File: src/rtl/assert_macros.svh
// Assertion macros shared by the RTL of the gradient grid peak selector.
// No dependencies; included by files that carry concurrent assertions.
`ifndef ASSERT_MACROS_SVH
`define ASSERT_MACROS_SVH

// same-cycle implication
`define ASSERT_IMPLY(label, clk, rst_n, ante, cons, msg) \
    label: assert property (@(posedge clk) disable iff (!rst_n) (ante) |-> (cons)) \
        else $error(msg);

// next-cycle implication
`define ASSERT_NEXT(label, clk, rst_n, ante, cons, msg) \
    label: assert property (@(posedge clk) disable iff (!rst_n) (ante) |=> (cons)) \
        else $error(msg);

`endif

File: src/rtl/ggps_pkg.sv
// Package of the gradient grid peak selector: constants, register indexes,
// controller state type and the controller/datapath command and status structs.
// No dependencies.
package ggps_pkg;

    localparam int DEF_MAX_WIDTH  = 1024;
    localparam int DEF_MAX_HEIGHT = 1024;
    localparam int DEF_MAX_CELLS  = 32;

    localparam int PIX_W       = 8;
    localparam int CFG_DATA_W  = 11;
    localparam int CFG_IDX_W   = 3;
    localparam int DIM_CFG_W   = 11;
    localparam int CELL_CFG_W  = 6;
    localparam int BYTE_CFG_W  = 8;
    localparam int CELL_OUT_W  = 5;
    localparam int COORD_OUT_W = 10;
    localparam int MIN_DIM     = 3;

    localparam logic [CFG_IDX_W-1:0] REG_IMAGE_WIDTH    = 3'd0;
    localparam logic [CFG_IDX_W-1:0] REG_IMAGE_HEIGHT   = 3'd1;
    localparam logic [CFG_IDX_W-1:0] REG_CELLS_ACROSS   = 3'd2;
    localparam logic [CFG_IDX_W-1:0] REG_CELLS_DOWN     = 3'd3;
    localparam logic [CFG_IDX_W-1:0] REG_GRAD_THRESHOLD = 3'd4;
    localparam logic [CFG_IDX_W-1:0] REG_BORDER_MARGIN  = 3'd5;

    localparam logic [DIM_CFG_W-1:0]  RST_IMAGE_WIDTH  = 11'd752;
    localparam logic [DIM_CFG_W-1:0]  RST_IMAGE_HEIGHT = 11'd480;
    localparam logic [CELL_CFG_W-1:0] RST_CELLS_ACROSS = 6'd25;
    localparam logic [CELL_CFG_W-1:0] RST_CELLS_DOWN   = 6'd15;

    typedef enum logic [2:0] {
        S_INIT,
        S_GEO,
        S_IDLE,
        S_LOAD,
        S_VIS_A,
        S_VIS_B,
        S_FLUSH_RD,
        S_FINISH
    } ctrl_state_t;

    typedef struct packed {
        logic geo_start;
        logic accept;
        logic load;
        logic flush_mode;
        logic visit_a;
        logic visit_b;
        logic flush_clear;
        logic flush_inc;
        logic finish;
    } ctrl_cmd_t;

    typedef struct packed {
        logic geo_done;
        logic out_blocked;
        logic frame_last;
        logic flush_last;
    } dp_status_t;

    typedef struct packed {
        logic [CELL_OUT_W-1:0]  cell_col;
        logic [CELL_OUT_W-1:0]  cell_row;
        logic [COORD_OUT_W-1:0] peak_x;
        logic [COORD_OUT_W-1:0] peak_y;
        logic [PIX_W-1:0]       peak_value;
        logic                   selected;
    } result_t;

endpackage

File: src/rtl/ggps_ctrl.sv
// Controller of the gradient grid peak selector: sequences geometry setup,
// per-pixel window load and visits, end-of-frame row flush and result closing.
// Depends on ggps_pkg.
module ggps_ctrl import ggps_pkg::*; (
    input  logic       clk,
    input  logic       rst_n,
    input  logic       cfg_write,
    input  logic       in_valid,
    output logic       in_ready,
    input  dp_status_t sts,
    output ctrl_cmd_t  cmd
);

    ctrl_state_t state_reg, state_next;
    logic        flush_reg, flush_next;

    always_ff @(posedge clk or negedge rst_n)
    begin
        if (!rst_n)
        begin
            state_reg <= S_INIT;
            flush_reg <= 1'b0;
        end
        else
        begin
            state_reg <= state_next;
            flush_reg <= flush_next;
        end
    end

    always_comb
    begin
        state_next     = state_reg;
        flush_next     = flush_reg;
        cmd            = '0;
        cmd.flush_mode = flush_reg;
        in_ready       = 1'b0;
        case (state_reg)
            S_INIT:
            begin
                cmd.geo_start = 1'b1;
                state_next    = S_GEO;
            end
            S_GEO:
            begin
                if (sts.geo_done)
                begin
                    state_next = S_IDLE;
                end
            end
            S_IDLE:
            begin
                in_ready = !cfg_write;
                if (in_valid && !cfg_write)
                begin
                    cmd.accept = 1'b1;
                    flush_next = 1'b0;
                    state_next = S_LOAD;
                end
            end
            S_LOAD:
            begin
                cmd.load   = 1'b1;
                state_next = S_VIS_A;
            end
            S_VIS_A:
            begin
                if (!sts.out_blocked)
                begin
                    cmd.visit_a = 1'b1;
                    state_next  = S_VIS_B;
                end
            end
            S_VIS_B:
            begin
                if (!sts.out_blocked)
                begin
                    cmd.visit_b = 1'b1;
                    if (flush_reg)
                    begin
                        if (sts.flush_last)
                        begin
                            state_next = S_FINISH;
                        end
                        else
                        begin
                            cmd.flush_inc = 1'b1;
                            state_next    = S_FLUSH_RD;
                        end
                    end
                    else if (sts.frame_last)
                    begin
                        // bottom row is formed from the two stored rows
                        cmd.flush_clear = 1'b1;
                        flush_next      = 1'b1;
                        state_next      = S_FLUSH_RD;
                    end
                    else
                    begin
                        state_next = S_FINISH;
                    end
                end
            end
            S_FLUSH_RD:
            begin
                state_next = S_LOAD;
            end
            S_FINISH:
            begin
                if (!sts.out_blocked)
                begin
                    cmd.finish = 1'b1;
                    state_next = S_IDLE;
                end
            end
            default:
            begin
                state_next = S_INIT;
            end
        endcase
        if (cfg_write)
        begin
            state_next = S_INIT;
            flush_next = 1'b0;
        end
    end

endmodule

File: config.mk
export PLATFORM = sky130hd
export DESIGN_NAME = ggps_ctrl
export DESIGN_NICKNAME = d
export VERILOG_FILES = /design/src/rtl/assert_macros.svh /design/src/rtl/ggps_pkg.sv /design/src/rtl/ggps_ctrl.sv
export SDC_FILE = /design/constraint.sdc
export NUM_CORES = 1
export LEC_CHECK = 0
export BUFFER_PORTS_ARGS = -buffer_cell sky130_fd_sc_hd__buf_2
export CORE_AREA = 2 2 39 41
export CTS_CLUSTER_DIAMETER = 50
export DETAILED_ROUTE_END_ITERATION = 6
export DIE_AREA = 0 0 41 43
export PLACE_DENSITY = 0.49
export REMOVE_ABC_BUFFERS = 1
export SYNTH_ARGS = -nofsm -noshare
export SYNTH_HDL_FRONTEND = slang
export SYNTH_SLANG_ARGS = --single-unit
File: constraint.sdc
create_clock -name clk -period 1.35 [get_ports clk]
set_input_delay 0.0675 -clock clk [delete_from_list [all_inputs] [get_ports clk]]
set_output_delay 0.0675 -clock clk [all_outputs]
set_load 0.01 [all_outputs]
======== After elaboration in Yosys (flattened, before gate mapping) ========
Index checks and enable logic that the tools add are counted.
Widths: inputs -> output; s select.
storage, ports and cells
  register bits ........................... 4
  bits of input ports ..................... 8
cells by class
  equal/unequal tests ..................... 12
  multiplexer cells ....................... 29
  reductions and logical operators ........ 6
operator list
  cell                number
  $mux 3              9
  $pmux 3 s8          1
  $mux 1              18
  $ne 3x3->1 const B  5
  $eq 3x3->1 const B  4
  $eq 3x2->1 const B  2
  $reduce_and 5->1    1
  $eq 3x1->1 const B  1
  $logic_not 3->1     1
  $reduce_and 3->1    1
  $reduce_bool 3->1   1
  $pmux 1 s2          1
  $logic_and 1x1->1   1
  $logic_not 1->1     1

======== Depth between registers and ports, before layout ========
Gate-level depths: netlist of the first run.
  word-level depth ........................ 5
  mapped depth ............................ 4
  depth with buffers taken out ............ 3

======== Least setup slack after synthesis of the first run ========
OpenSTA, ideal clock, no wires.
  path type ............................... reg2out
  from .................................... reg state_reg[2]
  to ...................................... out cmd[7] in the netlist's numbering
  arrival time ............................ 1155 ps
  data required time ...................... 1283 ps
  slack ................................... 128 ps
  stages on the path, launching flop included .. 4
  path buffers ............................ 0
  cells stage by stage .................... dfrtp_1 nand2b_1 nor3_1 and2_1
RTL lines
  item                    RTL line         source
  start, declared         ggps_ctrl.sv:14  ctrl_state_t state_reg, state_next;
  start signal, assigned  ggps_ctrl.sv:26  state_reg <= state_next;
  end, declared           ggps_ctrl.sv:11  output ctrl_cmd_t cmd

==> run metrics, run 1 <==
status=finished, final reports clean; number of DRC markers in iteration 0=9; synthesized area=between 300 and 400 µm²; share of cells above drive strength 1=59.4%; Int Pwr=0.348 mW; Crit path arrival time=~1.3 ns; Mapped Cells=39; Clock Root Buffer=clkbuf_4; worst skew pair latency=between 0.2 and 0.25 ns; Clk pwr share=slightly below 30%; sequential area share after synthesis=about a third; Inserted Diodes=0; Worst-path clk slew=approximately 0.040 ns; Pleak=0.275 nW; Final Cycle Share=between 90% and 100%; WL final=between 900 and 1000 µm; vias in the first global route=around 340; nets=79; routed vias/inst=between 4 and 5; crit path time final=approximately 1.3 ns; Critical Path RT=around 1.3 ns; Final Max Slew Viols=0; Die H=~43 µm; count of different cell masters after synthesis=21; GR peak layer=met2; Switching Fraction=approximately a third; clk buf depth=2; Initial Utilization=approximately 22%; dpl hpwl=between 600 and 700 µm; combinational power share=approximately 41%; Area growth, synth to finish=76.5%; Crit Path Category=flop to output port; f_max=between 0.7 and 0.8 GHz; vias=415; CTS tree=yes; met1 Usage GRT=about 12%; drt pass-1 iters=4; Ys Warns=0; Worst Setup End Kind=output port; placed cell count=between 70 and 80; number of flip-flops in the largest register=3; syn_area_per_cell=7.92 µm²; Max-Cap Viols=0; placer congestion estimate=around 0.84; Net Switching=about 0.16 mW; Worst VDD drop=~230 µV; Synth Register Bits=4; most area-consuming cells after synthesis=dfrtp_1, nor2_1, a21oi_1; DRC Markers=0; area leader, netlist=dfrtp_1; grt met2 use=~18%; sequential power share=between 20 and 30%; Slew HR=82.2%; cts bufs inserted=3; WL per Instance=11.5 µm; Placement Setup Slack=~0.076 ns; Site Rows=14; Clock Sink Count=4; Core Region=approximately 1400 µm²; post-synth top area share=32.4%; clk_skew=0.00631 ns; die width=just over 40 µm; largest net degree at the start of global routing=10; port bufs=17; multi-input logic area=between 200 and 250 µm²; io pins=18; TNS Setup=0 ns; min-delay worst type=input pin to flop; Final Non-Filler Cells=85; gr ovfl total=0; Die ar.=around 1800 µm²; Worst Path Max Fanout=4; Final Worst Setup Slack=0.0230 ns; Final Hold Viols=0; Cell Pwr Density=around 930 nW/µm²; initial antenna violation count=0; RSZ-0062 raised after global routing=true; M3 GR Usage=under 10%; H-tree depth=1; register area=between 100 and 150 µm²; endpoints failing setup=0; Slew @ Worst Pin=between 0.2 and 0.3 ns; ANT nets after route=0; Tot GR Track Use=between 10% and 20%; Fill cells=150; CP startpoint kind=flop; first-pass GRT wire length=between 1000 and 1500 µm
## power groups by stage
| stage | sequential (mW) | clock, mW | combinational (mW) |
|---|---|---|---|
| finish | 0.150 | 0.151 | 0.208 |
| global route | 0.153 | 0.160 | 0.226 |
| CTS | 0.161 | 0.151 | 0.139 |
| detailed placement | 0.161 | 0 | 0.113 |
| global placement | 0.161 | 0 | 0.113 |
| floorplan | 0.153 | 0 | 0.0687 |
## metal layers
metal / share of wire [%] / wire, µm
met4: 0 / 0
met3: 5.7 / 56
met1: 41 / 398
met2: 54 / 524
met5: 0 / 0
## metrics by stage
step | utilization [%] | instance area [µm²] | total power, mW | hold slack [ns]
floorplan | - | 290 | 0.222 | -0.228
global route | 39.4 | 546 | 0.539 | 0.0385
detailed placement | 29.7 | 410 | 0.274 | -0.119
global placement | 29.7 | 410 | 0.274 | -0.122
CTS | 34.8 | 482 | 0.452 | 0.0277
finish | 39.4 | 546 | 0.509 | 0.0286
## cells in the final DEF, fill, tap and decap left out, drive strengths merged, types with 2 or more instances in the layout
master,instances
a21oi,4
nor2,8
dfrtp,4
clkbuf,3
buf,28
nand2b,3
nand2,2
nor2b,2
a211oi,2
## worst max-delay path, cell delays in order, from the launching register on
cell and delay [ns]:
dfrtp_2 0.42, and4bb_2 0.34, and3b_1 0.15, buf_2 0.12
## final timing paths
check                                         startpoint                       end  slack, ns  cells after the start
max in group asynchronous                          rst_n  state_reg[1]$_DFFE_PN0P_       1.04                      2
worst max-delay path            state_reg[1]$_DFFE_PN0P_                    cmd[1]       0.02                      3
worst min register to register  state_reg[2]$_DFFE_PN0P_  state_reg[2]$_DFFE_PN0P_       0.64                      2
min in group asynchronous                          rst_n     flush_reg$_DFFE_PN0P_       0.17                      2
worst min-delay path                            in_valid     flush_reg$_DFFE_PN0P_       0.03                      2
worst max register to register  state_reg[1]$_DFFE_PN0P_  state_reg[0]$_DFFE_PN0P_       0.05                      3
## cell usage after synthesis
library cell  count
nand3_1           1
a2bb2oi_1         1
a21oi_1           4
nand2_1           2
nor2_1            8
a211oi_1          2
nor2b_1           2
buf_6             1
a31oi_1           1
inv_4             1
and4bb_1          1
buf_4             1
and3b_1           1
o32ai_1           1
nor3_1            1
and2_1            1
or4_1             1
o21ai_0           1
dfrtp_1           4
nand2b_1          3
or2_1             1
## what timing repair did
item / 4_1_cts / 5_1_grt
endpoints found under the hold margin: 4 / 0
buffers inserted: 3 / 6
hold buffers: 1 / 0
setup endpoints to repair: 4 / 7
pin swaps: 1 / 2
resized for setup: 5 / 5
gates cloned: 0 / 0
## layout make-up
class,count,area share (%)
Clock buffer,3,4.13
Inverter,1,1.15
Multi-Input combinational cell,32,39.4
Timing Repair Buffer,29,32.6
Tap cell,16,3.67
Sequential cell,4,19.0
## cells by family after synthesis
family	count (synthesis)	share of synthesized area, %
compound gates	10	20.6
buf+inv	3	8.10
flops	4	32.4
simple gates	22	38.9
Power figures use the tool's default switching activity.
==> run 2, diff against run 1 <==
--- a/config.mk
+++ b/config.mk
@@ -5,12 +5,13 @@
 export SDC_FILE = /design/constraint.sdc
 export NUM_CORES = 1
 export LEC_CHECK = 0
+export ABC_AREA = 1
 export BUFFER_PORTS_ARGS = -buffer_cell sky130_fd_sc_hd__buf_2
 export CORE_AREA = 2 2 39 41
 export CTS_CLUSTER_DIAMETER = 50
 export DETAILED_ROUTE_END_ITERATION = 6
 export DIE_AREA = 0 0 41 43
-export PLACE_DENSITY = 0.49
+export PLACE_DENSITY = 0.52
 export REMOVE_ABC_BUFFERS = 1
 export SYNTH_ARGS = -nofsm -noshare
 export SYNTH_HDL_FRONTEND = slang
==> run 2 against run 1 <==
Clock skew fell by 0.0023 ns. Sequential share of layout area up 0.96 points. Combinational power is 87% higher. Sequential power increased by 61%. First-iteration DRC count is 22% higher. Largest power group unchanged.
==> run metrics, run 2 <==
Worst Path Max Fanout=6 (was 4); io pins=18 (unchanged); Worst VDD drop=690 µV (was 232 µV); Site Rows=14 (unchanged); number of DRC markers in iteration 0=11 (was 9); endpoints failing setup=0 (unchanged); Initial Utilization=25.3% (was 22.3%); Area growth, synth to finish=48.2% (was 76.5%); first-pass GRT wire length=1390 µm (was 1310 µm); Slew HR=87.0% (was 82.2%); vias in the first global route=343 (was 341); ANT nets after route=0 (unchanged); Crit path arrival time=1.21 ns (was 1.26 ns); CTS tree=yes (unchanged); Switching Fraction=45.9% (was 31.6%); Int Pwr=0.419 mW (was 0.348 mW); Clk pwr share=18.5% (was 29.6%); H-tree depth=1 (unchanged); post-synth top area share=28.6% (was 32.4%); Final Max Slew Viols=0 (unchanged); Inserted Diodes=0 (unchanged); Net Switching=0.355 mW (was 0.161 mW); crit path time final=1.27 ns (was 1.33 ns); placer congestion estimate=0.841 (was 0.838); Worst Setup End Kind=output port (unchanged); Tot GR Track Use=11.8% (was 11.0%); worst skew pair latency=0.23 ns (was 0.24 ns); min-delay worst type=input pin to flop (unchanged); combinational power share=50.3% (was 40.9%); CP startpoint kind=flop (unchanged); status=finished, final reports clean (unchanged); commonest cells after routing, fill and taps aside=buf_2, nand2_1, nor2_1 (was buf_2, buf_4, nor2_1); Worst-path clk slew=0.04 ns (about the same); Final Cycle Share=94.4% (was 98.3%); Cell Pwr Density=1490 nW/µm² (was 933 nW/µm²); Die H=43 µm (unchanged); share of cells above drive strength 1=48.1% (was 59.4%); Critical Path RT=1.28 ns (about the same); drt pass-1 iters=4 (unchanged); WL per Instance=9.34 µm (was 11.5 µm); placed cell count=92 (was 72); Final Non-Filler Cells=97 (was 85); ys flop type=dfrtp_1 (unchanged); WL final=906 µm (was 979 µm); clk_skew=0.00400 ns (was 0.00631 ns); Mapped Cells=60 (was 39); nets=91 (was 79); Slew @ Worst Pin=0.194 ns (was 0.266 ns); largest net degree at the start of global routing=8 (was 10); port bufs=17 (unchanged); Ys Warns=0 (unchanged); initial antenna violation count=0 (unchanged); Core Region=1380 µm² (unchanged); cts bufs inserted=3 (unchanged); syn_area_per_cell=5.84 µm² (was 7.92 µm²); dpl hpwl=733 µm (was 635 µm); routed vias/inst=4.43 (was 4.88); most common cell after layout, fill and taps aside=buf_2 (unchanged); Pleak=0.304 nW (was 0.275 nW); most area-consuming cells after synthesis=dfrtp_1, nand2_1, nor2_1 (was dfrtp_1, nor2_1, a21oi_1); sequential power share=31.2% (was 29.5%); die width=41 µm (unchanged); WHS=0.115 ns (was 0.0286 ns); count of different cell masters after synthesis=14 (was 21); Clock Sink Count=4 (unchanged); vias=430 (was 415); Clock Root Buffer=clkbuf_4 (unchanged); RSZ-0062 raised after global routing=true (unchanged); asr flop ratio synth=100% (unchanged); area leader, netlist=dfrtp_1 (unchanged); clk buf depth=2 (unchanged); number of flip-flops in the largest register=3 (unchanged); Max-Cap Viols=0 (unchanged); Post-synth EDFFs=0 (unchanged); Final Hold Viols=0 (unchanged); DRC Markers=0 (unchanged); Crit Path Category=flop to output port (unchanged); sequential area share after synthesis=28.6% (was 32.4%); synthesized area=350 µm² (was 309 µm²); Synth Register Bits=4 (unchanged); Die ar.=1760 µm² (unchanged); f_max=0.785 GHz (was 0.754 GHz); synth cell count leaders=nand2_1, nor2_1, inv_1 (was nor2_1, a21oi_1, dfrtp_1); gr ovfl total=0 (unchanged); most frequent cell after synthesis=nand2_1 (was nor2_1)
==> run 2: cell count changes in the layout (fill, tap and decap cells not counted), moves of 3 or more <==
cell / change
nand3_1: +4
buf_4: -10
nor2_1: +4
inv_2: +5
nand2_1: +11
nand2_2: +3
nor3_2: +3
inv_1: +5
==> run 2: metal layers <==
metal	track usage (%)	vias up	part of all wire, %
met1	16.9	179	44
met3	7.85	0	9.9
met5	0	-	0
met2	14.7	20	46
li1	-	231	-
met4	2.00	0	0
==> run 2: repair_timing <==
action / 4_1_cts / 5_1_grt
gates resized for setup: 2 / 8
hold endpoints to repair: 4 / 0
gates cloned: 0 / 0
endpoints found under the setup margin: 2 / 4
buffers inserted: 0 / 1
hold buffers: 1 / 0
==> run 2: layout make-up <==
type	instances	area [µm²]
inverter	10	37.5
fill	174	865
sequential	4	104
tap	16	20.0
multi-input combinational	45	233
timing repair buffer	19	103
clock buffer	3	22.5
==> run 2: critical path: stages (launching register included) <==
cell and delay, ns:
dfrtp_2 0.43, inv_2 0.10, nand2_4 0.07, nor2_4 0.09
inv_2 0.05, nor3_2 0.09, buf_2 0.15
==> run 2: kinds of logic after synthesis <==
kind of cell	synth area share (%)
buf+inv	12.9
simple gates	51.4
compound gates	7.14
flops	28.6
==> run 2: path summary, 6_finish.rpt <==
path / depth (start not counted) / from / to / slack (ns)
max: 6 / state_reg[1]$_DFFE_PN0P_ / cmd[2] / 0.08
min reg2reg: 2 / flush_reg$_DFFE_PN0P_ / flush_reg$_DFFE_PN0P_ / 0.56
max reg2reg: 7 / state_reg[1]$_DFFE_PN0P_ / state_reg[1]$_DFFE_PN0P_ / 0.21
max in group asynchronous: 2 / rst_n / state_reg[0]$_DFFE_PN0P_ / 1.05
min in group asynchronous: 2 / rst_n / flush_reg$_DFFE_PN0P_ / 0.17
min: 3 / sts[1] / flush_reg$_DFFE_PN0P_ / 0.11
==> run 2: through the flow <==
stage / total power, mW / TNS [ns] / instance area (µm²) / utilization [%] / setup WS, ns
finish: 0.773 / 0 / 519 / 37.5 / 0.0759
global route: 0.861 / -0.0471 / 519 / 37.5 / -0.0220
CTS: 0.731 / 0 / 484 / 35.0 / 0.0226
detailed placement: 0.568 / 0 / 448 / 32.4 / 0.228
global placement: 0.570 / 0 / 448 / 32.4 / 0.236
floorplan: 0.456 / 0 / 343 / - / 0.293
==> run 2: power by group through the flow <==
| stage | clock network (mW) | logic [mW] | registers (mW) |
|---|---|---|---|
| 6_report | 0.143 | 0.389 | 0.241 |
| 5_1_grt | 0.170 | 0.438 | 0.253 |
| 4_1_cts | 0.153 | 0.345 | 0.233 |
| 3_5_place_dp | 0 | 0.336 | 0.231 |
| 3_3_place_gp | 0 | 0.342 | 0.228 |
| 2_1_floorplan | 0 | 0.240 | 0.215 |
